--- config.mk ---
export PLATFORM = sky130hd
export DESIGN_NAME = indexed_bitmap_pixel_unpacker
export DESIGN_NICKNAME = d
export VERILOG_FILES = /design/src/design/ibpu_pkg.sv /design/src/design/ibpu_palette.sv /design/src/design/ibpu_expander.sv /design/src/design/indexed_bitmap_pixel_unpacker.sv
export VERILOG_INCLUDE_DIRS = /design/src /design/src/design
export SDC_FILE = /design/constraint.sdc
export NUM_CORES = 1
export LEC_CHECK = 0
export CORE_ASPECT_RATIO = 1.75
export CORE_MARGIN = 2
export CORE_UTILIZATION = 40
export CTS_BUF_LIST = sky130_fd_sc_hd__clkbuf_8
export DETAILED_ROUTE_END_ITERATION = 7
export DONT_BUFFER_PORTS = 1
export GPL_TIMING_DRIVEN = 0
export SETUP_SLACK_MARGIN = 0.1
export SYNTH_ARGS = -nofsm -noshare
export SYNTH_HDL_FRONTEND = slang
export SYNTH_HIERARCHICAL = 1
export SYNTH_SLANG_ARGS = --single-unit
--- constraint.sdc ---
create_clock -name clk -period 7.4 [get_ports clk]
set_input_delay 0.74 -clock clk [delete_from_list [all_inputs] [get_ports clk]]
set_output_delay 0.74 -clock clk [all_outputs]
set_load 0.02 [all_outputs]
--- src/design/indexed_bitmap_pixel_unpacker_macros.svh ---
// Assertion helpers for the unpacker RTL.
`ifndef INDEXED_BITMAP_PIXEL_UNPACKER_MACROS_SVH
`define INDEXED_BITMAP_PIXEL_UNPACKER_MACROS_SVH

// Same-cycle implication, checked out of reset.
`define IBPU_ASSERT_SAME(lbl, ante, cons, msg) \
  lbl: assert property (@(posedge clk) disable iff (!rst_n) (ante) |-> (cons)) \
    else $error(msg);

// Next-cycle implication, checked out of reset.
`define IBPU_ASSERT_NEXT(lbl, ante, cons, msg) \
  lbl: assert property (@(posedge clk) disable iff (!rst_n) (ante) |=> (cons)) \
    else $error(msg);

`endif

--- src/design/ibpu_pkg.sv ---
package ibpu_pkg;

  // Input transaction kinds
  typedef enum logic {
    ACT_RASTER  = 1'b0,
    ACT_PALETTE = 1'b1
  } action_t;

  // Configuration register indexes
  localparam logic [1:0] REG_PIXEL_MODE   = 2'd0;
  localparam logic [1:0] REG_IMAGE_WIDTH  = 2'd1;
  localparam logic [1:0] REG_IMAGE_HEIGHT = 2'd2;

  localparam int CFG_DW = 13;

  // Pixels per raster byte in each mode
  localparam logic [3:0] PIX_PER_BYTE_1BPP = 4'd8;
  localparam logic [3:0] PIX_PER_BYTE_4BPP = 4'd2;

  typedef struct packed {
    logic [7:0] red;
    logic [7:0] green;
    logic [7:0] blue;
  } rgb_t;

  typedef struct packed {
    logic              pixel_mode;
    logic [CFG_DW-1:0] image_width;
    logic [CFG_DW-1:0] image_height;
  } cfg_t;

  typedef struct packed {
    logic       en;
    logic [3:0] addr;
    rgb_t       rgb;
  } pal_wr_t;

  typedef struct packed {
    logic [11:0] x;
    logic [11:0] y;
    logic        last_of_byte;
    logic        frame_end;
  } pix_meta_t;

endpackage

--- src/design/ibpu_palette.sv ---
module ibpu_palette
  import ibpu_pkg::*;
#(
  parameter int PALETTE_DEPTH = 16
) (
  input  logic       clk,
  input  logic       rst_n,
  input  pal_wr_t    wr,
  input  logic       ren,
  input  logic [3:0] raddr,
  output rgb_t       rdata
);

  localparam int AW = $clog2(PALETTE_DEPTH);

  rgb_t                     mem_r [PALETTE_DEPTH];
  rgb_t                     rdata_r;
  logic                     rhit_r;
  logic [PALETTE_DEPTH-1:0] valid_r;
  logic                     wr_ok;
  logic                     rd_ok;

  // Drop accesses beyond the palette depth
  assign wr_ok = wr.en && (32'(wr.addr) < PALETTE_DEPTH);
  assign rd_ok = 32'(raddr) < PALETTE_DEPTH;

  // Storage and registered read port; a same-cycle write is seen next cycle
  always_ff @(posedge clk) begin
    if (wr_ok) begin
      mem_r[wr.addr[AW-1:0]] <= wr.rgb;
    end
    if (ren) begin
      rdata_r <= mem_r[raddr[AW-1:0]];
    end
  end

  // Track written entries; unwritten ones read as zero
  always_ff @(posedge clk) begin
    if (!rst_n) begin
      valid_r <= '0;
      rhit_r  <= 1'b0;
    end else begin
      if (wr_ok) begin
        valid_r[wr.addr[AW-1:0]] <= 1'b1;
      end
      if (ren) begin
        rhit_r <= rd_ok && valid_r[raddr[AW-1:0]];
      end
    end
  end

  assign rdata = rhit_r ? rdata_r : '0;

endmodule

--- src/design/ibpu_expander.sv ---
module ibpu_expander
  import ibpu_pkg::*;
#(
  parameter int MAX_WIDTH  = 4096,
  parameter int MAX_HEIGHT = 4096
) (
  input  logic       clk,
  input  logic       rst_n,
  input  cfg_t       cfg,
  input  logic       restart,
  input  logic       byte_load,
  input  logic [7:0] byte_data,
  input  logic       adv,
  output logic       ready,
  output logic       pix_valid,
  output logic [3:0] pix_index,
  output pix_meta_t  pix_meta
);

  localparam int W_W   = $clog2(MAX_WIDTH + 1);
  localparam int H_W   = $clog2(MAX_HEIGHT + 1);
  localparam int ROW_W = (MAX_HEIGHT > 1) ? $clog2(MAX_HEIGHT) : 1;
  localparam int BIR_W = $clog2(((MAX_WIDTH + 1) / 2 + 3) / 4 * 4);
  localparam int XW    = BIR_W + 3;

  logic [W_W-1:0]   eff_w;
  logic [H_W-1:0]   eff_h;
  logic [ROW_W-1:0] h_m1;
  logic [XW-1:0]    w_x;
  logic [XW-1:0]    w_m1;
  logic [XW-1:0]    data_bytes;
  logic [BIR_W-1:0] row_last;
  logic [3:0]       per_byte;
  logic [XW-1:0]    x0;
  logic [XW-1:0]    remain;
  logic             pad;
  logic [3:0]       n_pix;
  logic             last;

  logic             busy_r, busy_nxt;
  logic [7:0]       data_r, data_nxt;
  logic [3:0]       cnt_r, cnt_nxt;
  logic [XW-1:0]    x_r, x_nxt;
  logic [ROW_W-1:0] prow_r, prow_nxt;
  logic [BIR_W-1:0] bir_r, bir_nxt;
  logic [ROW_W-1:0] row_r, row_nxt;

  // Saturate frame geometry
  always_comb begin
    if (cfg.image_width == '0) begin
      eff_w = W_W'(1);
    end else if (32'(cfg.image_width) > MAX_WIDTH) begin
      eff_w = W_W'(MAX_WIDTH);
    end else begin
      eff_w = W_W'(cfg.image_width);
    end
    if (cfg.image_height == '0) begin
      eff_h = H_W'(1);
    end else if (32'(cfg.image_height) > MAX_HEIGHT) begin
      eff_h = H_W'(MAX_HEIGHT);
    end else begin
      eff_h = H_W'(cfg.image_height);
    end
  end

  assign h_m1 = ROW_W'(eff_h - H_W'(1));
  assign w_x  = XW'(eff_w);
  assign w_m1 = w_x - XW'(1);

  // Row length in bytes, padded to a multiple of four
  assign per_byte   = cfg.pixel_mode ? PIX_PER_BYTE_4BPP : PIX_PER_BYTE_1BPP;
  assign data_bytes = cfg.pixel_mode ? ((w_x + XW'(1)) >> 1) : ((w_x + XW'(7)) >> 3);
  assign row_last   = BIR_W'((data_bytes - XW'(1)) | XW'(3));

  // First column of the incoming byte and how many pixels it carries
  assign x0     = cfg.pixel_mode ? XW'({bir_r, 1'b0}) : XW'({bir_r, 3'b000});
  assign pad    = x0 >= w_x;
  assign remain = w_x - x0;
  assign n_pix  = (remain >= XW'(per_byte)) ? per_byte : remain[3:0];

  assign last  = cnt_r == 4'd1;
  assign ready = !busy_r || (adv && last);

  // Expansion and frame position
  always_comb begin
    busy_nxt = busy_r;
    data_nxt = data_r;
    cnt_nxt  = cnt_r;
    x_nxt    = x_r;
    prow_nxt = prow_r;
    bir_nxt  = bir_r;
    row_nxt  = row_r;
    if (adv) begin
      if (last) begin
        busy_nxt = 1'b0;
      end else begin
        data_nxt = cfg.pixel_mode ? {data_r[3:0], 4'b0000} : {data_r[6:0], 1'b0};
        cnt_nxt  = cnt_r - 4'd1;
        x_nxt    = x_r + XW'(1);
      end
    end
    if (byte_load) begin
      if (!pad) begin
        busy_nxt = 1'b1;
        data_nxt = byte_data;
        cnt_nxt  = n_pix;
        x_nxt    = x0;
        prow_nxt = row_r;
      end
      if (bir_r >= row_last) begin
        bir_nxt = '0;
        row_nxt = (row_r == '0) ? h_m1 : row_r - ROW_W'(1);
      end else begin
        bir_nxt = bir_r + BIR_W'(1);
      end
    end
    if (restart) begin
      bir_nxt = '0;
      row_nxt = h_m1;
    end
  end

  always_ff @(posedge clk) begin
    if (!rst_n) begin
      busy_r <= 1'b0;
      cnt_r  <= '0;
      bir_r  <= '0;
      row_r  <= '0;
    end else begin
      busy_r <= busy_nxt;
      cnt_r  <= cnt_nxt;
      bir_r  <= bir_nxt;
      row_r  <= row_nxt;
    end
  end

  always_ff @(posedge clk) begin
    data_r <= data_nxt;
    x_r    <= x_nxt;
    prow_r <= prow_nxt;
  end

  // Current pixel: index from the top of the shifted byte
  assign pix_valid             = busy_r;
  assign pix_index             = cfg.pixel_mode ? data_r[7:4] : {3'b000, data_r[7]};
  assign pix_meta.x            = 12'(x_r);
  assign pix_meta.y            = 12'(prow_r);
  assign pix_meta.last_of_byte = last;
  assign pix_meta.frame_end    = (prow_r == '0) && (x_r == w_m1);

endmodule

--- src/design/indexed_bitmap_pixel_unpacker.sv ---
// Palette-indexed bitmap raster unpacker, 1-bit and 4-bit pixel modes.
// Input channel (in_valid/in_ready): in_action selects a palette entry write
// (in_palette_index, in_entry_*) or a raster byte (in_data_byte). Raster
// bytes arrive bottom row first, each row padded to a multiple of 4 bytes.
// Output channel (out_valid/out_ready): one transaction per pixel with its
// color, column, row, last_of_byte and frame_end flags.
// Config port: cfg_we with cfg_index 0 = pixel_mode, 1 = image_width,
// 2 = image_height; any of these writes restarts the frame. Write only idle.
// Occupancy: a raster byte occupies the expander until its pixels, up to 8
// in 1-bit mode and up to 2 in 4-bit mode, have all moved to the output
// register, with one palette read per emitted pixel; padding bytes and
// palette writes never occupy the expander. A new transaction is taken in
// the cycle the previous byte's last pixel moves to the output register.
// Pixel path: an accepted byte is held in the expander registers, and each
// pixel moves to the output register along with its palette memory read.
// Reset: palette reads as zero until written, mode 1-bit, 1x1 frame.
// Receiver stall: the output register holds; the expander stops on the
// current pixel and in_ready drops until that byte is finished.
module indexed_bitmap_pixel_unpacker
  import ibpu_pkg::*;
#(
  parameter int MAX_WIDTH     = 4096,
  parameter int MAX_HEIGHT    = 4096,
  parameter int PALETTE_DEPTH = 16
) (
  input  logic              clk,
  input  logic              rst_n,
  input  logic              cfg_we,
  input  logic [1:0]        cfg_index,
  input  logic [CFG_DW-1:0] cfg_data,
  input  logic              in_valid,
  output logic              in_ready,
  input  logic              in_action,
  input  logic [7:0]        in_data_byte,
  input  logic [3:0]        in_palette_index,
  input  logic [7:0]        in_entry_red,
  input  logic [7:0]        in_entry_green,
  input  logic [7:0]        in_entry_blue,
  output logic              out_valid,
  input  logic              out_ready,
  output logic [7:0]        out_pixel_red,
  output logic [7:0]        out_pixel_green,
  output logic [7:0]        out_pixel_blue,
  output logic [11:0]       out_pixel_x,
  output logic [11:0]       out_pixel_y,
  output logic              out_last_of_byte,
  output logic              out_frame_end
);

  `include "indexed_bitmap_pixel_unpacker_macros.svh"

  cfg_t      cfg_r, cfg_nxt;
  logic      restart;
  logic      accept;
  logic      byte_load;
  pal_wr_t   pal_wr;
  logic      exp_ready;
  logic      exp_valid;
  logic [3:0] exp_index;
  pix_meta_t exp_meta;
  logic      adv;
  logic      out_valid_r, out_valid_nxt;
  pix_meta_t meta_r;
  rgb_t      pal_rgb;

  // Configuration registers
  always_comb begin
    cfg_nxt = cfg_r;
    restart = 1'b0;
    if (cfg_we) begin
      case (cfg_index)
        REG_PIXEL_MODE: begin
          cfg_nxt.pixel_mode = cfg_data[0];
          restart            = 1'b1;
        end
        REG_IMAGE_WIDTH: begin
          cfg_nxt.image_width = cfg_data;
          restart             = 1'b1;
        end
        REG_IMAGE_HEIGHT: begin
          cfg_nxt.image_height = cfg_data;
          restart              = 1'b1;
        end
        default: begin
          restart = 1'b0;
        end
      endcase
    end
  end

  always_ff @(posedge clk) begin
    if (!rst_n) begin
      cfg_r.pixel_mode   <= 1'b0;
      cfg_r.image_width  <= CFG_DW'(1);
      cfg_r.image_height <= CFG_DW'(1);
    end else begin
      cfg_r <= cfg_nxt;
    end
  end

  // Input transaction split into palette write or raster byte
  assign in_ready  = exp_ready;
  assign accept    = in_valid && in_ready;
  assign byte_load = accept && (in_action == ACT_RASTER);

  assign pal_wr.en        = accept && (in_action == ACT_PALETTE);
  assign pal_wr.addr      = in_palette_index;
  assign pal_wr.rgb.red   = in_entry_red;
  assign pal_wr.rgb.green = in_entry_green;
  assign pal_wr.rgb.blue  = in_entry_blue;

  // Advance a pixel into the output register when it is free or draining
  assign adv = exp_valid && (!out_valid_r || out_ready);

  // Expander sees the incoming register value so a restart uses the new height
  ibpu_expander #(
    .MAX_WIDTH  (MAX_WIDTH),
    .MAX_HEIGHT (MAX_HEIGHT)
  ) u_expander (
    .clk       (clk),
    .rst_n     (rst_n),
    .cfg       (cfg_nxt),
    .restart   (restart),
    .byte_load (byte_load),
    .byte_data (in_data_byte),
    .adv       (adv),
    .ready     (exp_ready),
    .pix_valid (exp_valid),
    .pix_index (exp_index),
    .pix_meta  (exp_meta)
  );

  ibpu_palette #(
    .PALETTE_DEPTH (PALETTE_DEPTH)
  ) u_palette (
    .clk   (clk),
    .rst_n (rst_n),
    .wr    (pal_wr),
    .ren   (adv),
    .raddr (exp_index),
    .rdata (pal_rgb)
  );

  // Output register: color comes straight from the palette read register
  always_comb begin
    if (adv) begin
      out_valid_nxt = 1'b1;
    end else if (out_ready) begin
      out_valid_nxt = 1'b0;
    end else begin
      out_valid_nxt = out_valid_r;
    end
  end

  always_ff @(posedge clk) begin
    if (!rst_n) begin
      out_valid_r <= 1'b0;
    end else begin
      out_valid_r <= out_valid_nxt;
    end
  end

  always_ff @(posedge clk) begin
    if (adv) begin
      meta_r <= exp_meta;
    end
  end

  assign out_valid        = out_valid_r;
  assign out_pixel_red    = pal_rgb.red;
  assign out_pixel_green  = pal_rgb.green;
  assign out_pixel_blue   = pal_rgb.blue;
  assign out_pixel_x      = meta_r.x;
  assign out_pixel_y      = meta_r.y;
  assign out_last_of_byte = meta_r.last_of_byte;
  assign out_frame_end    = meta_r.frame_end;

  // Checks
  `IBPU_ASSERT_SAME(a_frame_end_last, out_valid && out_frame_end, out_last_of_byte, "frame end not on last pixel of byte")
  `IBPU_ASSERT_SAME(a_accept_idle, accept, !exp_valid || (adv && exp_meta.last_of_byte), "transaction taken while byte still expanding")
  `IBPU_ASSERT_SAME(a_no_overwrite, out_valid_r && !out_ready, !adv, "output register overwritten under stall")
  `IBPU_ASSERT_NEXT(a_adv_fills, adv, out_valid, "advanced pixel missing from output")

endmodule

==> results of run 1 <==
-- cells by family (layout without fill, tap and decap cells) --
logic type,after synthesis,count (layout),share of synthesized area
buffers and inverters,114,277,0.02578
AND/OR/NAND/NOR,392,392,0.08605
flip-flops,541,541,0.6367
adder cells (fa/ha/maj),33,33,0.01750
multiplexers,211,211,0.1553
AO/OA/AOI/OAI,180,180,0.05349
XOR/XNOR,69,69,0.02516
other,0,1,0
-- layout make-up --
type                       count  area, um^2
fill                        5216       32370
multi-input combinational    885        8225
antenna                        1       2.502
sequential                   541       15290
inverter                      23       86.33
timing repair buffer          26       452.9
clock inverter                58       321.6
buffer                        91       533.0
clock buffer                  79        1087
tap                          780       975.9
-- layout by cell type, fill, tap and decap left out, types with 29 or more instances in the layout --
cell type / Yosys / layout
nor3_1: 33 / 29
and2_1: 32 / 32
clkbuf_8: 0 / 79
xnor2_1: 31 / 31
clkbuf_1: 36 / 36
dfxtp_1: 95 / 95
edfxtp_1: 446 / 446
ha_1: 32 / 32
nor2_1: 84 / 72
xor2_1: 38 / 38
nand2_1: 98 / 98
mux2i_1: 57 / 57
mux4_2: 122 / 122
o21ai_0: 34 / 34
a21oi_1: 41 / 41
inv_1: 22 / 39
-- metrics by stage --
stage | hold slack, ns | power (mW) | utilization | setup WS (ns)
2_1_floorplan | 0.4155 | 4.577 | - | 0.6144
3_3_place_gp | 0.4318 | 4.928 | 0.4212 | -4.981
3_5_place_dp | 0.4337 | 4.956 | 0.4308 | 0.8723
4_1_cts | 0.09083 | 7.190 | 0.4545 | 1.553
5_1_grt | 0.1057 | 7.401 | 0.4546 | 1.037
6_report | 0.1658 | 7.087 | 0.4546 | 1.464
-- synthesized netlist by cell type (24+ instances only) --
library cell	number
nor3_1	33
o21ai_0	34
and2_1	32
clkbuf_1	36
nand2_1	98
ha_1	32
xnor2_1	31
mux2i_1	57
mux4_2	122
o21a_1	25
nand3_1	25
dfxtp_1	95
xor2_1	38
a21oi_1	41
buf_2	24
edfxtp_1	446
nor2_1	84
-- flip-flops by register name (all words and copies together) (netlist names), 4 cells and up --
| name | cells |
|---|---|
| u_palette/mem_r | 384 |
| cfg_r | 27 |
| u_palette/rdata_r | 24 |
| u_palette/valid_r | 16 |
| u_expander/x_r | 14 |
| out_pixel_x | 12 |
| out_pixel_y | 12 |
| u_expander/prow_r | 12 |
| u_expander/row_r | 12 |
| u_expander/bir_r | 11 |
| u_expander/data_r | 8 |
| u_expander/cnt_r | 4 |
-- power breakdown --
| group | internal [mW] | leakage, nW | total, mW | switching [mW] |
|---|---|---|---|---|
| sequential | 3.43 | 4.80 | 3.53 | 0.102 |
| clock | 1.07 | 0.784 | 2.22 | 1.14 |
| combinational | 0.640 | 3.33 | 1.34 | 0.702 |
-- path summary, 6_finish.rpt --
kind	end	slack [ns]	depth (start not counted)
max	u_expander/bir_r[3]	1.46	25
min	u_palette/mem_r[8][21]	0.17	0
max reg2reg	u_expander/bir_r[3]	1.68	21
min reg2reg	out_pixel_y[6]	0.45	0
-- per-layer routing --
metal / up-vias / wire length, um / track usage
met2: 451 / 34560 / 0.3886
met4: 8 / 3038 / 0.1053
met1: 7066 / 21120 / 0.2025
met3: 155 / 4023 / 0.05107
li1: 6217 / - / -
met5: - / 57 / 0
==> flow_summary.json, run 1 <==
{
  "rsz0062_at_grt": "false",
  "core_mm2": 0.05935,
  "startpoint": "cfg_index[1]",
  "ys_seq_elements": 541,
  "p_per_area_mw_per_mm2": 262.7,
  "globalplace.congestion": 0.8850,
  "cp.arrival_ns": 6.51,
  "max_clock_freq_mhz": 168.5,
  "area_growth_pct": 12.31,
  "drt_iter0_drc": 859,
  "final_cell_area_mm2": 0.02698,
  "clock-root-buffer": "clkbuf_8",
  "cts_tree": "yes",
  "numPlacedInstances": 2346,
  "p_leak_nw": 8.915,
  "skew_ns": 0.03319,
  "cts_buffers": 78,
  "syn_avg_cell_area_um2": 15.60,
  "required_ns": 7.97,
  "ys_async_sr_fraction": 0,
  "crit_family": "simple AND/OR/NAND/NOR gates",
  "slowest_delay_ns": 0.53,
  "synthFlopType": "edfxtp_1",
  "yosysUniqueCellTypes": 88,
  "slew_viol_final": 0,
  "cts_htree_levels": 3,
  "fin_cells": 2484,
  "maxCapViolCount": 0,
  "grt_max_degree": 24,
  "cts_hold_buf": 0,
  "worstHoldPathType": "in2reg",
  "nNetsFinal": 1736,
  "period_minus_slack_ns": 5.936,
  "path_buf_inv": 7,
  "synth_edf_count": 446,
  "fp.dieH_um": 328.2,
  "cp_max_fo": 10,
  "ys_top_cells_by_area": "edfxtp_1 (56%), mux4_2 (11%), dfxtp_1 (7.9%)",
  "finalCritPeriodShare": 0.8021,
  "die_w_um": 189.3,
  "boundaryPins": 109,
  "synth_warnings": 6,
  "timing.rr.start": "cfg_r[16]",
  "antenna_found_initial": 5,
  "grt_pass1_wl_um": 92470,
  "status": "completed",
  "drt-total-wl_um": 62800,
  "final_antenna_net_count": 0,
  "place_area_mm2": 0.02557,
  "grt_overflow_total": 0,
  "hp-start": "in_entry_red[5]",
  "drt-wirelength-per-cell_um": 25.28,
  "drcViolationCount": 0,
  "viasPerCell": 5.595,
  "clk-insertion-delay-late_ns": 0.67,
  "dr.pass1.iters": 6,
  "tns_ns": 0,
  "post_cts_resized": 0,
  "grt_pass1_vias": 14720,
  "setup_violations": 0,
  "track_usage": 0.2045,
  "peakVddDrop_mv": 0.1837,
  "fp.dieArea_mm2": 0.06211,
  "clk_pin_slew_ns": 0.07,
  "io_buffers": 0,
  "num_vias": 13900,
  "cp-start-kind": "input pin",
  "finalHoldViolCount": 0,
  "clock-sinks": 541,
  "clock_path_buffers": 3,
  "tightest_slew_ns": 1.086,
  "crit_slowest_cell": "or4_1",
  "seq_area_frac_synth": 0.6367,
  "endpoint_kind": "register",
  "synth_top_area_cell": "edfxtp_1",
  "netlist.area_leader.share": 0.5575,
  "initial_utilization": 0.4047,
  "maxSlewHeadroom": 0.2763,
  "syn_nets": 1630,
  "dpl.hpwl_um": 44520,
  "post-cts-setup-buffer-count": 0,
  "layout-drive-gt1-share": 0.2167,
  "netlist_area_mm2": 0.02402,
  "rows": 118,
  "syn_inst": 1540,
  "criticalPathCategory": "in2reg"
}
No activity file was read; power rests on OpenSTA's default activity.
==> run 2: changes to the inputs <==
--- a/config.mk
+++ b/config.mk
@@ -6,6 +6,7 @@
 export SDC_FILE = /design/constraint.sdc
 export NUM_CORES = 1
 export LEC_CHECK = 0
+export ABC_AREA = 1
 export CORE_ASPECT_RATIO = 1.75
 export CORE_MARGIN = 2
 export CORE_UTILIZATION = 40
==> constraint.sdc (replaced) <==
create_clock -name clk -period 5 [get_ports clk]
set_input_delay 0.5 -clock clk [delete_from_list [all_inputs] [get_ports clk]]
set_output_delay 0.5 -clock clk [all_outputs]
set_load 0.02 [all_outputs]
==> run 2 against run 1 <==
  * Area after synthesis is 3.2% higher
  * Critical endpoint is now u_expander/row_r[1]
  * Setup slack worse by 1.1 ns
  * Via count is 38% higher
  * Cell area is 5.7% higher
  * Worst hold slack worse by 0.096 ns
  * Clock skew is 0.0079 ns lower
  * Register-to-register slack worse by 1.3 ns
  * Sequential power is 50% higher
  * Clock-buffer cell count is 8 higher
  * Non-clock buffer count is 79 higher
  * Sequential share of layout area is 3.0 points lower
  * Sequential cell count stayed put
==> flow_summary.json, run 2 <==
{
  "status": "completed",
  "globalplace.congestion": 0.9255,
  "critical_path_depth": 37,
  "clk-insertion-delay-late_ns": 0.69,
  "area_growth_pct": 15.07,
  "grt_max_degree": 29,
  "slew_viol_final": 0,
  "p_per_area_mw_per_mm2": 428.1,
  "cp_common_cell": "nand2_1",
  "initial_utilization": 0.4045,
  "syn_nets": 2609,
  "synth_edf_count": 446,
  "final_antenna_net_count": 0,
  "track_usage": 0.2625,
  "min_delay_path_depth": 4,
  "path_buf_inv": 7,
  "syn_avg_cell_area_um2": 9.837,
  "clock-sinks": 541,
  "p_total_mw": 12.21,
  "dr.pass1.iters": 6,
  "viasPerCell": 5.465,
  "cts_tree": "yes",
  "antenna_found_initial": 7,
  "syn_inst": 2519,
  "drt-wirelength-per-cell_um": 23.90,
  "fp.dieArea_mm2": 0.06403,
  "grt_overflow_total": 0,
  "synth_top_area_cell": "edfxtp_1",
  "skew_ns": 0.02530,
  "synthFlopType": "edfxtp_1",
  "finalCritPeriodShare": 0.9301,
  "final_cell_mix": "edfxtp_1 (446), nor2_1 (442), nand2_1 (384)",
  "netlist_area_mm2": 0.02478,
  "io_buffers": 0,
  "boundaryPins": 109,
  "endpoint_kind": "register",
  "die_w_um": 192.1,
  "ys_seq_elements": 541,
  "ys_top_cells_by_area": "edfxtp_1 (54%), dfxtp_1 (7.7%), nor2_1 (7.1%)",
  "rsz0062_at_grt": "false",
  "slowest_delay_ns": 0.30,
  "drt-total-wl_um": 84050,
  "p_leak_nw": 10.76,
  "peakVddDrop_mv": 0.3104,
  "cp.arrival_ns": 5.21,
  "maxSlewHeadroom": 0.2209,
  "crit_family": "simple AND/OR/NAND/NOR gates",
  "cts_buffers": 80,
  "tightest_slew_ns": 1.169,
  "cp-start-kind": "register",
  "grt_pass1_vias": 19490,
  "clk_pin_slew_ns": 0.06,
  "criticalPathCategory": "reg2reg",
  "synth.most_common_cell": "nor2_1",
  "rows": 120,
  "netlist.area_leader.share": 0.5405,
  "drt_iter0_drc": 1493,
  "nNetsFinal": 2760,
  "core_mm2": 0.06126,
  "netlist_top_cells_count": "nor2_1 (466), edfxtp_1 (446), nand2_1 (394), inv_1 (236), o21ai_0 (230)",
  "clock_path_buffers": 3,
  "max_clock_freq_mhz": 215.0,
  "fp.dieH_um": 333.3,
  "maxCapViolCount": 0,
  "period_minus_slack_ns": 4.651,
  "worst_slack_ns": 0.3493,
  "numPlacedInstances": 3331,
  "grt_pass1_wl_um": 121200,
  "finalHoldViolCount": 0,
  "clock-root-buffer": "clkbuf_8",
  "final_common_cell": "edfxtp_1",
  "whs_ns": 0.06975,
  "fin_cells": 3516,
  "cts_htree_levels": 3,
  "setup_violations": 0,
  "cp_max_fo": 9,
  "dpl.hpwl_um": 59860,
  "num_vias": 19210,
  "yosysUniqueCellTypes": 47,
  "crit_slowest_cell": "dfxtp_1",
  "synth_warnings": 6,
  "pre_cts_ws_ns": -1.358,
  "ys_async_sr_fraction": 0,
  "required_ns": 5.56,
  "layout-drive-gt1-share": 0.1110,
  "ff2ff_path_depth": 37,
  "worstHoldPathType": "in2reg",
  "seq_area_frac_synth": 0.6172,
  "drcViolationCount": 0,
  "largest_reg_flops": 384
}
[run 2: changes by cell type in the layout (fill, tap and decap cells not counted), sizes merged, moves of 122 or more]
| cell | delta |
|---|---|
| inv | +214 |
| mux4 | -122 |
| nand2 | +306 |
| nand3 | +138 |
| nor2 | +395 |
| o21ai | +232 |
[run 2: cell families after synthesis]
| kind of cell | synth area share |
|---|---|
| DFF | 0.6172 |
| buffers and inverters | 0.06524 |
| muxes | 0.001212 |
| xor gates and xnor gates | 0.01378 |
| and+or+nand+nor | 0.1847 |
| adders and majority gates | 0.01697 |
| AOI/OAI and AO/OA | 0.1009 |
[run 2: path summary, 6_finish.rpt]
kind	start	end	slack (ns)
worst max register to register	cfg_r[16]	u_expander/row_r[1]	0.35
worst max-delay path	cfg_r[16]	u_expander/row_r[1]	0.35
worst min register to register	u_expander/prow_r[1]	out_pixel_y[1]	0.46
worst min-delay path	cfg_data[11]	cfg_r[11]	0.07
[run 2: report_power, final]
part           leakage, nW  internal (mW)  switching (mW)  total (mW)
registers             4.81           5.11           0.178        5.29
clock network        0.843           1.81            1.74        3.54
logic                 5.11          0.958            2.42        3.38
total                 10.8           7.88            4.33        12.2
[run 2: worst register-to-register path: cells and delay by family (launching register included)]
family,cells,cell delay [ns]
buffers and inverters,7,0.77
XOR/XNOR,1,0.16
AO/OA/AOI/OAI,6,0.77
flip-flops,1,0.30
adder cells (fa/ha/maj),2,0.49
AND/OR/NAND/NOR,21,2.05
[run 2: metal layers]
metal | global-route usage | wire length [um] | vias up
li1 | - | - | 8862
met1 | 0.2523 | 27150 | 9185
met5 | 0 | 36 | -
met4 | 0.2146 | 7566 | 6
met3 | 0.04083 | 5046 | 312
met2 | 0.4835 | 44250 | 849
[run 2: through the flow]
step                      setup TNS, ns    util  cell area [um^2]
after floorplan                       0       -             24790
after global placement         -1173.50  0.4209             25780
after detailed placement         -37.38  0.4299             26340
after CTS                             0  0.4620             28300
after global routing                  0  0.4654             28510
final                                 0  0.4654             28510
[run 2: what timing repair did]
item,in CTS,in global routing
setup endpoints to repair,43,236
pin swaps,3,7
endpoints found under the hold margin,404,0
buffers inserted,4,10
hold buffers,36,0
gates resized for setup,17,41
[run 2: area by class of cell]
type	count	area (um^2)
fill	5794	32750
sequential	541	15290
multi-input combinational	1606	8134
clock buffer	87	1197
tap	793	992.2
inverter	245	933.4
timing repair buffer	69	914.6
buffer	127	715.7
clock inverter	45	322.8
antenna	3	7.507
